<file path="src/rtl/wsp_pkg.sv">
// Shared types and constants for the wheel speed PID controller.
// Depends on nothing; used by every module under rtl except wsp_divider.
package wsp_pkg;

   localparam int unsigned TargetWidth = 12;
   localparam int unsigned GainWidth = 32;
   localparam int unsigned CsrIndexWidth = 2;
   localparam int unsigned QueueDepth = 2;

   localparam logic [CsrIndexWidth-1:0] CSR_TARGET = 2'd0;
   localparam logic [CsrIndexWidth-1:0] CSR_P_GAIN = 2'd1;
   localparam logic [CsrIndexWidth-1:0] CSR_I_GAIN = 2'd2;
   localparam logic [CsrIndexWidth-1:0] CSR_D_GAIN = 2'd3;

   localparam logic [11:0] TARGET_RESET = 12'd40;
   localparam logic [31:0] P_GAIN_RESET = 32'd587202560;
   localparam logic [31:0] I_GAIN_RESET = 32'd1678;
   localparam logic [31:0] D_GAIN_RESET = 32'd1678;

   localparam logic [11:0] SPEED_SCALE = 12'd3570;
   localparam logic [7:0] PWM_MAX = 8'd200;

   typedef struct packed {
      logic [7:0] pulse_count;
      logic [15:0] elapsed_ms;
   } req_type;

   typedef struct packed {
      logic [7:0] pwm_level;
      logic signed [31:0] raw_drive;
      logic [19:0] measured_speed;
   } rsp_type;

   // Item handed from the front end to the back end: numerator and divisor.
   typedef struct packed {
      logic [19:0] speed_num;
      logic [15:0] elapsed_ms;
   } job_type;

endpackage

</file>
<file path="src/rtl/wsp_front.sv">
// Front end: takes a request transfer, forms pulses*3570 and queues the job.
// Depends on wsp_pkg.
module wsp_front (
   input  logic clock,
   input  logic reset,
   input  logic req_valid,
   output logic req_stall,
   input  wsp_pkg::req_type req_data,
   output logic job_valid,
   input  logic job_take,
   output wsp_pkg::job_type job_data
);

   logic [1:0] count_ff, count_in;
   logic rd_ptr_ff, rd_ptr_in, wr_ptr_ff, wr_ptr_in;
   wsp_pkg::job_type slot_ff [wsp_pkg::QueueDepth];
   logic push, pop;
   wsp_pkg::job_type new_job;

   // Classify the request into a division job.
   always_comb begin
      new_job.speed_num = 20'(req_data.pulse_count) * 20'(wsp_pkg::SPEED_SCALE);
      new_job.elapsed_ms = req_data.elapsed_ms;
   end

   assign req_stall = (count_ff == 2'(wsp_pkg::QueueDepth));
   assign push = req_valid && !req_stall;
   assign pop = job_valid && job_take;
   assign job_valid = (count_ff != 2'd0);
   assign job_data = slot_ff[rd_ptr_ff];

   // Two-entry queue pointers.
   always_comb begin
      count_in = count_ff + 2'(push) - 2'(pop);
      wr_ptr_in = wr_ptr_ff ^ push;
      rd_ptr_in = rd_ptr_ff ^ pop;
   end

   always_ff @(posedge clock) begin
      if (reset) begin
         count_ff <= 2'd0;
         rd_ptr_ff <= 1'b0;
         wr_ptr_ff <= 1'b0;
      end else begin
         count_ff <= count_in;
         rd_ptr_ff <= rd_ptr_in;
         wr_ptr_ff <= wr_ptr_in;
      end
   end

   always_ff @(posedge clock) begin
      if (push) begin
         slot_ff[wr_ptr_ff] <= new_job;
      end
   end

endmodule

</file>
<file path="src/rtl/wsp_divider.sv">
// Restoring divider, one quotient bit per cycle, shared by speed and D term.
// Depends on nothing.
module wsp_divider (
   input  logic clock,
   input  logic reset,
   input  logic start,
   input  logic [63:0] dividend,
   input  logic [39:0] divisor,
   output logic busy,
   output logic [63:0] quotient
);

   logic [6:0] step_ff, step_in;
   logic [63:0] quo_ff, quo_in;
   logic [40:0] rem_ff, rem_in;
   logic [39:0] div_ff, div_in;
   logic [40:0] trial;

   assign busy = (step_ff != 7'd0);
   assign quotient = quo_ff;

   // Shift in one dividend bit and try a subtract.
   always_comb begin
      trial = {rem_ff[39:0], quo_ff[63]};
      step_in = step_ff;
      quo_in = quo_ff;
      rem_in = rem_ff;
      div_in = div_ff;
      if (start) begin
         step_in = 7'd64;
         quo_in = dividend;
         rem_in = 41'd0;
         div_in = divisor;
      end else if (busy) begin
         step_in = step_ff - 7'd1;
         if (trial >= {1'b0, div_ff}) begin
            rem_in = trial - {1'b0, div_ff};
            quo_in = {quo_ff[62:0], 1'b1};
         end else begin
            rem_in = trial;
            quo_in = {quo_ff[62:0], 1'b0};
         end
      end
   end

   always_ff @(posedge clock) begin
      if (reset) begin
         step_ff <= 7'd0;
      end else begin
         step_ff <= step_in;
      end
   end

   always_ff @(posedge clock) begin
      quo_ff <= quo_in;
      rem_ff <= rem_in;
      div_ff <= div_in;
   end

endmodule

</file>
<file path="src/rtl/wsp_back.sv">
// Back end: division, error, integral, three gain terms, clamp and output.
// Depends on wsp_pkg and wsp_divider.
module wsp_back (
   input  logic clock,
   input  logic reset,
   input  logic job_valid,
   output logic job_take,
   input  wsp_pkg::job_type job_data,
   input  logic [11:0] target_speed,
   input  logic [31:0] p_gain,
   input  logic [31:0] i_gain,
   input  logic [31:0] d_gain,
   output logic rsp_valid,
   input  logic rsp_stall,
   output wsp_pkg::rsp_type rsp_data,
   output logic idle
);

   localparam logic [3:0] ST_IDLE = 4'd0;
   localparam logic [3:0] ST_SPEED = 4'd1;
   localparam logic [3:0] ST_ERR = 4'd2;
   localparam logic [3:0] ST_INTEG = 4'd3;
   localparam logic [3:0] ST_MUL_P = 4'd4;
   localparam logic [3:0] ST_MUL_IH = 4'd5;
   localparam logic [3:0] ST_MUL_IL = 4'd6;
   localparam logic [3:0] ST_MUL_D = 4'd7;
   localparam logic [3:0] ST_DIV_D = 4'd8;
   localparam logic [3:0] ST_SUM = 4'd9;
   localparam logic [3:0] ST_OUT = 4'd10;

   localparam logic signed [47:0] INTEG_MAX = {1'b0, {47{1'b1}}};
   localparam logic signed [47:0] INTEG_MIN = {1'b1, {47{1'b0}}};

   logic [3:0] state_ff, state_in;
   logic signed [47:0] integ_ff, integ_in;
   logic signed [21:0] prev_err_ff, prev_err_in;
   logic signed [21:0] err_ff;
   logic [19:0] speed_ff;
   logic [15:0] elapsed_ff;
   logic [55:0] p_term_ff, d_term_ff, i_acc_ff;
   logic neg_ff;
   logic [47:0] mag_ff;
   logic [22:0] delta_keep_ff;
   logic out_full_ff;
   wsp_pkg::rsp_type out_ff;

   logic div_start, div_busy;
   logic [63:0] div_dividend, div_quotient;
   logic [39:0] div_divisor;

   // One shared 32 by 24 multiplier.
   logic [31:0] mul_a;
   logic [23:0] mul_b;
   logic [55:0] mul_p;
   assign mul_p = mul_a * mul_b;

   wsp_divider u_div (
      .clock(clock), .reset(reset), .start(div_start), .dividend(div_dividend),
      .divisor(div_divisor), .busy(div_busy), .quotient(div_quotient)
   );

   assign rsp_valid = out_full_ff;
   assign rsp_data = out_ff;
   assign idle = (state_ff == ST_IDLE) && !out_full_ff && !job_valid;

   logic signed [22:0] delta;
   logic signed [48:0] prod_ext;
   logic signed [49:0] integ_sum;
   logic signed [58:0] drive_sum;
   logic signed [58:0] p_s, d_s, i_s;
   logic [21:0] err_mag;
   logic [22:0] delta_mag;
   logic [47:0] integ_mag;

   always_comb begin
      delta = 23'(err_ff) - 23'(prev_err_ff);
      prod_ext = 49'(err_ff) * $signed({1'b0, elapsed_ff});
      integ_sum = 50'(integ_ff) + 50'(prod_ext);
      err_mag = err_ff[21] ? 22'(-err_ff) : 22'(err_ff);
      delta_mag = delta[22] ? 23'(-delta) : 23'(delta);
      integ_mag = integ_ff[47] ? 48'(-integ_ff) : 48'(integ_ff);
      p_s = err_ff[21] ? -59'(p_term_ff) : 59'(p_term_ff);
      d_s = neg_ff ? -59'(d_term_ff) : 59'(d_term_ff);
      i_s = integ_ff[47] ? -59'(i_acc_ff) : 59'(i_acc_ff);
      drive_sum = p_s + d_s + i_s;
   end

   // Sequencer over the shared divider and multiplier.
   always_comb begin
      state_in = state_ff;
      integ_in = integ_ff;
      prev_err_in = prev_err_ff;
      job_take = 1'b0;
      div_start = 1'b0;
      div_dividend = 64'(job_data.speed_num);
      div_divisor = 40'(job_data.elapsed_ms);
      mul_a = p_gain;
      mul_b = 24'(err_mag);
      case (state_ff)
         ST_IDLE: begin
            if (job_valid) begin
               job_take = 1'b1;
               div_start = 1'b1;
               state_in = ST_SPEED;
            end
         end
         ST_SPEED: begin
            if (!div_busy) state_in = ST_ERR;
         end
         ST_ERR: state_in = ST_INTEG;
         ST_INTEG: begin
            if (integ_sum > 50'(INTEG_MAX)) integ_in = INTEG_MAX;
            else if (integ_sum < 50'(INTEG_MIN)) integ_in = INTEG_MIN;
            else integ_in = 48'(integ_sum);
            state_in = ST_MUL_P;
         end
         ST_MUL_P: begin
            mul_a = p_gain;
            mul_b = 24'(err_mag);
            state_in = ST_MUL_IH;
         end
         ST_MUL_IH: begin
            mul_a = i_gain;
            mul_b = mag_ff[47:24];
            state_in = ST_MUL_IL;
         end
         ST_MUL_IL: begin
            mul_a = i_gain;
            mul_b = mag_ff[23:0];
            state_in = ST_MUL_D;
         end
         ST_MUL_D: begin
            mul_a = d_gain;
            mul_b = 24'(delta_keep_ff);
            state_in = ST_DIV_D;
         end
         ST_DIV_D: begin
            div_start = 1'b1;
            div_dividend = 64'(d_term_ff);
            div_divisor = {elapsed_ff, 24'd0};
            state_in = ST_SUM;
         end
         ST_SUM: begin
            if (!div_busy && !out_full_ff) begin
               prev_err_in = err_ff;
               state_in = ST_OUT;
            end
         end
         ST_OUT: state_in = ST_IDLE;
         default: state_in = ST_IDLE;
      endcase
   end

   always_ff @(posedge clock) begin
      if (reset) begin
         state_ff <= ST_IDLE;
         integ_ff <= 48'sd0;
         prev_err_ff <= 22'sd0;
         out_full_ff <= 1'b0;
      end else begin
         state_ff <= state_in;
         integ_ff <= integ_in;
         prev_err_ff <= prev_err_in;
         if (state_ff == ST_OUT) out_full_ff <= 1'b1;
         else if (out_full_ff && !rsp_stall) out_full_ff <= 1'b0;
      end
   end

   // Datapath registers.
   always_ff @(posedge clock) begin
      case (state_ff)
         ST_IDLE: elapsed_ff <= job_data.elapsed_ms;
         ST_SPEED: begin
            speed_ff <= (elapsed_ff == 16'd0) ? 20'd0 : 20'(div_quotient);
         end
         ST_ERR: err_ff <= 22'(target_speed) - 22'(speed_ff);
         ST_INTEG: begin
            neg_ff <= delta[22];
         end
         ST_MUL_P: p_term_ff <= mul_p >> 24;
         ST_MUL_IH: i_acc_ff <= mul_p;
         ST_MUL_IL: begin
            i_acc_ff <= i_acc_ff + (mul_p >> 24);
         end
         ST_MUL_D: d_term_ff <= mul_p;
         ST_SUM: begin
            if (!div_busy) begin
               d_term_ff <= (elapsed_ff == 16'd0) ? 56'd0 : 56'(div_quotient);
            end
         end
         ST_OUT: begin
            out_ff.measured_speed <= speed_ff;
            if (drive_sum > 59'sd2147483647) out_ff.raw_drive <= 32'sh7FFFFFFF;
            else if (drive_sum < -59'sd2147483648) out_ff.raw_drive <= 32'sh80000000;
            else out_ff.raw_drive <= 32'(drive_sum);
            if (drive_sum < 59'sd0) out_ff.pwm_level <= 8'd0;
            else if (drive_sum > 59'(wsp_pkg::PWM_MAX)) out_ff.pwm_level <= wsp_pkg::PWM_MAX;
            else out_ff.pwm_level <= 8'(drive_sum);
         end
         default: begin
         end
      endcase
      // Integral magnitude is needed once the new integral is stored.
      if (state_ff == ST_MUL_P) mag_ff <= integ_mag;
      if (state_ff == ST_MUL_IL) mag_ff <= mag_ff;
   end

   // Keep the error change for the D multiply, since mag_ff carries the integral.
   always_ff @(posedge clock) begin
      if (state_ff == ST_INTEG) delta_keep_ff <= delta_mag;
   end

endmodule

</file>
<file path="src/rtl/wheel_speed_pid_top.sv">
// Top level of the wheel speed PID controller: CSRs, front end, back end.
// Depends on wsp_pkg, wsp_front, wsp_back.
// Each request passes through two 64-step divisions in the shared divider
// (speed, then D term) and the sequencer states around them.
// Throughput: the back end finishes one item before taking the next; a stalled response holds the back end.
// Reset: synchronous, active high; clears integral, previous error, queue.
module wheel_speed_pid_top (
   input  logic clock,
   input  logic reset,
   input  logic req_valid,
   output logic req_stall,
   input  wsp_pkg::req_type req_data,
   output logic rsp_valid,
   input  logic rsp_stall,
   output wsp_pkg::rsp_type rsp_data,
   input  logic csr_valid,
   output logic csr_ready,
   input  logic [wsp_pkg::CsrIndexWidth-1:0] csr_index,
   input  logic [31:0] csr_wdata
);

   logic [11:0] target_ff;
   logic [31:0] p_gain_ff, i_gain_ff, d_gain_ff;
   logic job_valid, job_take, back_idle;
   wsp_pkg::job_type job_data;

   assign csr_ready = 1'b1;

   // Configuration register file.
   always_ff @(posedge clock) begin
      if (reset) begin
         target_ff <= wsp_pkg::TARGET_RESET;
         p_gain_ff <= wsp_pkg::P_GAIN_RESET;
         i_gain_ff <= wsp_pkg::I_GAIN_RESET;
         d_gain_ff <= wsp_pkg::D_GAIN_RESET;
      end else if (csr_valid && csr_ready) begin
         case (csr_index)
            wsp_pkg::CSR_TARGET: target_ff <= csr_wdata[11:0];
            wsp_pkg::CSR_P_GAIN: p_gain_ff <= csr_wdata;
            wsp_pkg::CSR_I_GAIN: i_gain_ff <= csr_wdata;
            wsp_pkg::CSR_D_GAIN: d_gain_ff <= csr_wdata;
            default: begin
            end
         endcase
      end
   end

   wsp_front u_front (
      .clock(clock), .reset(reset), .req_valid(req_valid), .req_stall(req_stall),
      .req_data(req_data), .job_valid(job_valid), .job_take(job_take),
      .job_data(job_data)
   );

   wsp_back u_back (
      .clock(clock), .reset(reset), .job_valid(job_valid), .job_take(job_take),
      .job_data(job_data), .target_speed(target_ff), .p_gain(p_gain_ff),
      .i_gain(i_gain_ff), .d_gain(d_gain_ff), .rsp_valid(rsp_valid),
      .rsp_stall(rsp_stall), .rsp_data(rsp_data), .idle(back_idle)
   );

   // A response level never exceeds the clamp limit.
   assert property (@(posedge clock) disable iff (reset)
      rsp_valid |-> rsp_data.pwm_level <= wsp_pkg::PWM_MAX)
      else $error("pwm level above limit");

   // A positive raw drive above the limit must show the clamped level.
   assert property (@(posedge clock) disable iff (reset)
      rsp_valid && rsp_data.raw_drive > 32'sd200 |-> rsp_data.pwm_level == wsp_pkg::PWM_MAX)
      else $error("clamp mismatch");

   // Idle back end with an empty queue raises no response by itself.
   assert property (@(posedge clock) disable iff (reset)
      back_idle && !rsp_valid |=> !rsp_valid)
      else $error("spurious response");

endmodule
</file>
<file path="config.mk">
export PLATFORM = sky130hd
export DESIGN_NAME = wheel_speed_pid_top
export DESIGN_NICKNAME = d
export VERILOG_FILES = /design/src/rtl/wsp_pkg.sv /design/src/rtl/wsp_front.sv /design/src/rtl/wsp_divider.sv /design/src/rtl/wsp_back.sv /design/src/rtl/wheel_speed_pid_top.sv
export SDC_FILE = /design/constraint.sdc
export NUM_CORES = 2
export LEC_CHECK = 0
export BUFFER_PORTS_ARGS = -buffer_cell sky130_fd_sc_hd__buf_2
export CORE_MARGIN = 5
export CORE_UTILIZATION = 60
export CTS_CLUSTER_DIAMETER = 200
export DETAILED_ROUTE_END_ITERATION = 10
export GPL_TIMING_DRIVEN = 1
export HOLD_SLACK_MARGIN = 0.15
export PLACE_DENSITY = 0.76
export SLEW_MARGIN = 15
export SYNTH_ARGS = -nofsm -noshare
export SYNTH_HDL_FRONTEND = slang
export SYNTH_HIERARCHICAL = 1
export SYNTH_SLANG_ARGS = --single-unit
</file>
<file path="constraint.sdc">
create_clock -name clock -period 31.5 [get_ports clock]
set_clock_uncertainty 0.2 [all_clocks]
set_input_delay 3.15 -clock clock [delete_from_list [all_inputs] [get_ports clock]]
set_output_delay 3.15 -clock clock [all_outputs]
set_load 0.01 [all_outputs]
</file>
Word level (Yosys, flattened, before mapping):

Memory sizes are Yosys's and may differ from the RTL's. A register that Yosys moved wholly into a read port is not among the register bits.
Cells that the tools add are included.

* input bits: 63
* RAM bits: 70
* bits in registers: 670
* memories kept: 1
* output and inout port bits: 63
* logic and storage cells: 144

Memory list
* u_front.slot_ff: depth 2, width 35, rd ports 1, clocked after memory_dff 1, write ports 1, RTL line wsp_front.sv:16 `wsp_pkg::job_type slot_ff [wsp_pkg::QueueDepth];`

* equal/unequal tests: 18
* add/sub/neg operators: 16
* bitwise logic cells: 3
* multipliers: 3
* magnitude comparators: 7
* reduce and logical (&&, ||, !) cells: 28
* multiplexer cells: 35

Operators by type and width (number)
* one-hot mux 56 bit (2 select lines): 2
* two-way mux 59 bit: 3
* two-way mux 56 bit: 3
* two-way mux 64 bit: 2
* adder 59 bit: 2
* negator 56 -> 59 bit: 2
* two-way mux 48 bit: 2
* one-hot mux 24 bit (3 select lines): 1
* one-hot mux 32 bit (2 select lines): 1
* > comparator 59 x 32 -> 1 bit, second input constant: 1
* > comparator 59 x 8 -> 1 bit, second input constant: 1
* < comparator 59 x 1 -> 1 bit, second input constant: 1
* < comparator 59 x 32 -> 1 bit, second input constant: 1
* negator 32 -> 59 bit: 1
* adder 56 x 32 -> 56 bit: 1
* multiplier 32 x 24 -> 56 bit: 1
* > comparator 50 x 48 -> 1 bit, second input constant: 1
* < comparator 50 x 48 -> 1 bit, second input constant: 1
* adder 48 x 38 -> 49 bit: 1
* negator 48 bit: 1
* two-way mux 47 bit: 1
* two-way mux 22 bit: 2
* >= comparator 41 x 40 -> 1 bit: 1
* two-way mux 40 bit: 1
* other kinds (37): 76

Longest topological paths before layout:

* word-level depth: 6
* gate-level depth with buffers: 53
* depth with buffers taken out: 49

Hierarchy:

Netlist, hierarchy kept.

Modules (own cells, without submodules)
* wsp_back: times used 1, area an instance 70217.3 µm², seq. area each 11481.0 µm², cells an instance 7970
* wsp_divider: times used 1, area an instance 8491.9 µm², seq. area each 4063.9 µm², cells an instance 836
* wsp_front: times used 1, area an instance 4514.3 µm², seq. area each 2182.1 µm², cells an instance 338
* wheel_speed_pid_top: times used 1, area an instance 4331.7 µm², seq. area each 2162.1 µm², cells an instance 403

Least setup slack after synthesis:

Ideal clock, no wire load.

* path type: register -> register
* start: reg u_back.err_ff[0]
* end: reg u_back.i_acc_ff[55] (data pin)
* required time: 31027 ps
* setup time: 273 ps
* setup slack: 20175 ps
* cell stages (with the launch flop): 50
* arrival: 10852 ps
* clock period less this slack: 11325 ps
* buffers on the path: 5
* cells stage by stage: edfxtp_1 clkbuf_1 clkbuf_1 inv_1 ha_1 nand2_1 or4_1 clkbuf_1 o31ai_1 xor2_1 nand2_1 o21ai_1 clkbuf_1 nor2_1 fa_1 inv_1 fa_1 inv_1 (+14 left out) nor2_1 a31oi_1 o31ai_1 a21o_1 a21oi_1 xor2_1 inv_1 ha_1 a21oi_1 o21bai_1 a21o_1 o21bai_1 a31oi_1 o21bai_1 clkbuf_1 nand4b_1 xor2_1 mux2i_1

* cells in the longest elaborated chain, start to end: 6

Ends and longest elaborated chain
* start, declared: RTL line wsp_back.sv:37 `logic signed [21:0] err_ff;`
* start signal, assigned: RTL line wsp_back.sv:176 `ST_ERR: err_ff <= 22'(target_speed) - 22'(speed_ff);`
* negator 21 -> 22 bit: RTL line wsp_back.sv:79 `err_mag = err_ff[21] ? 22'(-err_ff) : 22'(err_ff);`
* two-way mux 22 bit (*): RTL line wsp_back.sv:79
* one-hot mux 24 bit (3 select lines) (*): RTL line wsp_back.sv:99 `case (state_ff)`
* multiplier 32 x 24 -> 56 bit (*): RTL line wsp_back.sv:55 `assign mul_p = mul_a * mul_b;`
* via u_back.mul_p[51]: RTL line wsp_back.sv:54 `logic [55:0] mul_p;`
* adder 56 x 32 -> 56 bit (*): RTL line wsp_back.sv:183 `i_acc_ff <= i_acc_ff + (mul_p >> 24);`
* one-hot mux 56 bit (2 select lines) (*): RTL line wsp_back.sv:171 `case (state_ff)`
* end signal, assigned: RTL line wsp_back.sv:181 `ST_MUL_IH: i_acc_ff <= mul_p;`
* end signal, assigned: RTL line wsp_back.sv:183
* end, declared: RTL line wsp_back.sv:40 `logic [55:0] p_term_ff, d_term_ff, i_acc_ff;`

The timed path passes the listed nets; every way through them passes the cells marked *.
A chain may end at the register's enable or synchronous reset.

Worst setup path in the final report:

* start: reg u_back.state_ff[0]
* end: reg u_back.i_acc_ff[53] (data pin)

* cells in the longest elaborated chain, start to end: 6
* elaborated cells on any way between the ends: 9
* those cells by class: add/sub (1); mul (1); eq/ne (3); mux (3); reduce/logical (1)

Ends and longest elaborated chain
* start, declared: RTL line wsp_back.sv:34 `logic [3:0] state_ff, state_in;`
* start signal, assigned: RTL line wsp_back.sv:161 `state_ff <= state_in;`
* equality test 4 x 3 -> 1 bit: RTL line wsp_back.sv:99
* OR reduction 2 bit (no source line)
* one-hot mux 32 bit (2 select lines): RTL line wsp_back.sv:99
* multiplier 32 x 24 -> 56 bit (*): RTL line wsp_back.sv:55
* via u_back.mul_p[43]: RTL line wsp_back.sv:54
* adder 56 x 32 -> 56 bit (*): RTL line wsp_back.sv:183
* one-hot mux 56 bit (2 select lines) (*): RTL line wsp_back.sv:171

Marked as above.

==> results.py <==
metrics = {
    "worst_setup_path": {
        "crit_arrival_ns": 13.65,
        "reg2reg_depth": 38,
        "slowest_delay_ns": 0.84,
        "crit_start": "u_back/state_ff[0]$_SDFFE_PP0P_",
        "start_kind": "flip-flop",
        "critical_path.most_common_cell": "fa_1",
        "endpoint": "u_back/i_acc_ff[53]$_DFFE_PN_",
        "r2r_setup_slack_ns": 18.11,
        "cp_slowest_cell": "o21bai_1",
        "reg2reg_from": "u_back/state_ff[0]$_SDFFE_PP0P_",
        "path_class": "flip-flop to flip-flop",
        "end_kind": "flip-flop",
        "cp_max_fo": 73,
        "reg2reg_to": "u_back/i_acc_ff[53]$_DFFE_PN_",
        "cp.required_ns": 31.76,
    },
    "global_route": {
        "grt.total_usage_pct": 34.2,
        "overflow": 0,
        "grt_pass1_vias": 70900,
        "antenna_found_initial": 7,
        "grt_max_degree": 109,
        "grt_pass1_wl_um": 407000,
    },
    "clock_network": {
        "cts_inserted_buffers": 85,
        "cts_max_level": 3,
        "worstSkewPairLatency_ns": 0.72,
        "cts_buffer_depth": 3,
        "cts.sinks": 740,
        "hold_buffers": 0,
        "postCtsSetupRepairBufs": 0,
        "clk_pin_slew_ns": 0.06,
        "cts_tree": "built",
        "cts_resized": 0,
        "cts_root_buffer": "clkbuf_16",
    },
    "floorplanning": {
        "dieHeight_um": 392,
        "row_count": 140,
        "ios": 126,
        "die_area_um2": 154000,
        "dieWidth_um": 392,
        "start_util_pct": 60.2,
        "coreArea_um2": 145000,
    },
    "flow_run": {
        "drv_cap": 0,
    },
    "timing": {
        "slew-limit-headroom_pct": 20.9,
        "timing.fmax_mhz": 74.7,
        "hold_viol_final": 0,
        "layout_min_cycle_time_ns": 13.39,
        "finalSetupViolations": 0,
        "worst_slew_pin_slew_ns": 1.19,
        "drv_slew": 0,
        "holdWs_ns": 0.255,
        "timing.setup.tns_ns": 0,
        "rsz0062_at_grt": "no",
        "fin_crit_sh_pct": 42.5,
    },
    "synth": {
        "synth.cell_area_um2": 87600,
        "avgSynthCellArea_um2": 9.17,
        "ys_warn_count": 6,
        "syn_inst": 9546,
    },
    "placement": {
        "globalplace.congestion": 1.02,
        "dp_cells": 11300,
        "port_buffers": 124,
        "dp_hpwl_um": 202000,
    },
    "min_path": {
        "hold_class": "flip-flop to flip-flop",
    },
    "routing": {
        "drtIter0Drc": 6966,
        "drcViolationCount": 0,
        "routed_wl_um": 258000,
        "dr.pass1.iters": 6,
        "wl_per_cell_um": 22.6,
        "ant_nets": 0,
        "via_per_inst": 6.04,
        "vias": 69000,
    },
    "finish": {
        "areaGrowthSynthToFinish_pct": 6.18,
        "drive_gt1_share_pct": 6.66,
        "layout.nets": 11200,
        "fill_cells": 12000,
        "instances_no_fill": 11400,
    },
    "outcome": {
        "status": "finished, final reports clean",
    },
}
[worst min path at each step]
stage                                             start                                  end  slack (ns)  cells after the start
CTS                 u_back/prev_err_ff[18]$_SDFFE_PP0P_  u_back/prev_err_ff[18]$_SDFFE_PP0P_        0.26                      2
finish              u_back/prev_err_ff[18]$_SDFFE_PP0P_  u_back/prev_err_ff[18]$_SDFFE_PP0P_        0.26                      2
detailed placement  u_back/prev_err_ff[18]$_SDFFE_PP0P_  u_back/prev_err_ff[18]$_SDFFE_PP0P_        0.25                      2
global route         u_back/prev_err_ff[1]$_SDFFE_PP0P_   u_back/prev_err_ff[1]$_SDFFE_PP0P_        0.27                      2
floorplan             u_back/speed_ff[10]$_SDFFCE_PP0N_        u_back/rsp_data[10]$_DFFE_PP_        0.23                      0
global placement     u_back/prev_err_ff[3]$_SDFFE_PP0P_   u_back/prev_err_ff[3]$_SDFFE_PP0P_        0.24                      2
[sequential cells by signal, indices dropped and copies added (netlist names), 40 cells and up]
signal and flops:
u_back/i_acc_ff 56, u_back/d_term_ff 56, u_back/integ_ff 48, u_front/slot_ff 70, u_back/rsp_data 60, u_back/u_div/div_ff 40
u_back/mag_ff 48, u_back/u_div/rem_ff 40, u_back/u_div/quotient 64
[critical path: cells and delay by family, from the launching register on]
| kind | cells | cell delay [ns] |
|---|---|---|
| compound gates | 14 | 4.61 |
| xor+xnor | 2 | 0.67 |
| fa+ha+maj | 9 | 4.03 |
| buf+inv | 6 | 1.12 |
| flops | 1 | 0.57 |
| mux | 1 | 0.26 |
| simple gates | 6 | 1.60 |
[metal layers]
layer	global-route usage [%]	vias to the layer above	share of wire [%]
li1	-	30600	-
met1	46.4	34100	40
met2	52.6	3580	44
met3	8.08	733	11
met4	15.0	6	5.5
met5	0	-	0.016
[metrics by stage]
| step | area [um^2] | setup WS, ns | util, % |
|---|---|---|---|
| 2_1_floorplan | 87600 | 20.17 | - |
| 3_3_place_gp | 90000 | 18.46 | 61.9 |
| 3_5_place_dp | 90000 | 18.36 | 61.9 |
| 4_1_cts | 92900 | 18.29 | 63.9 |
| 5_1_grt | 92900 | 17.31 | 63.9 |
| 6_report | 93000 | 18.11 | 63.9 |
[final cells by class]
type	count	area, um^2	share of cell area (%)
multi-input cells	6789	60200	64.8
flip-flops and latches	740	19900	21.4
inverters	1559	5850	6.29
well taps	1917	2400	2.58
clock buffers	115	2340	2.52
repair buffers	262	1660	1.79
clock inverters	43	572	0.615
diodes	7	17.5	0.0188
[cell usage in the layout, fill, tap and decap left out, types with 17 or more instances in the layout]
cell type	instances
inv_1	1552
fa_1	1184
nand2_1	1173
nor2_1	663
ha_1	513
edfxtp_1	507
a21oi_1	376
o21ai_0	346
xnor2_1	345
and2_1	262
dfxtp_1	229
nand2b_1	177
xor2_1	158
mux2i_1	145
buf_4	138
a21o_1	137
mux2_2	131
buf_2	123
nand3_1	122
clkbuf_16	86
nor3_1	80
o31ai_1	78
nand4_1	60
nor2b_1	56
or3_1	49
o21a_1	47
nor4_1	43
a31oi_1	41
or4_1	39
a211oi_1	39
a221oi_1	38
o41ai_1	36
a311oi_1	30
and3_1	28
o211ai_1	28
o21ai_1	27
o21bai_1	25
clkbuf_1	21
conb_1	19
a21boi_0	17
Power is left out: the tool's default activity adds up to more than one toggle a clock period on the data nets, which glitch-free logic cannot reach.
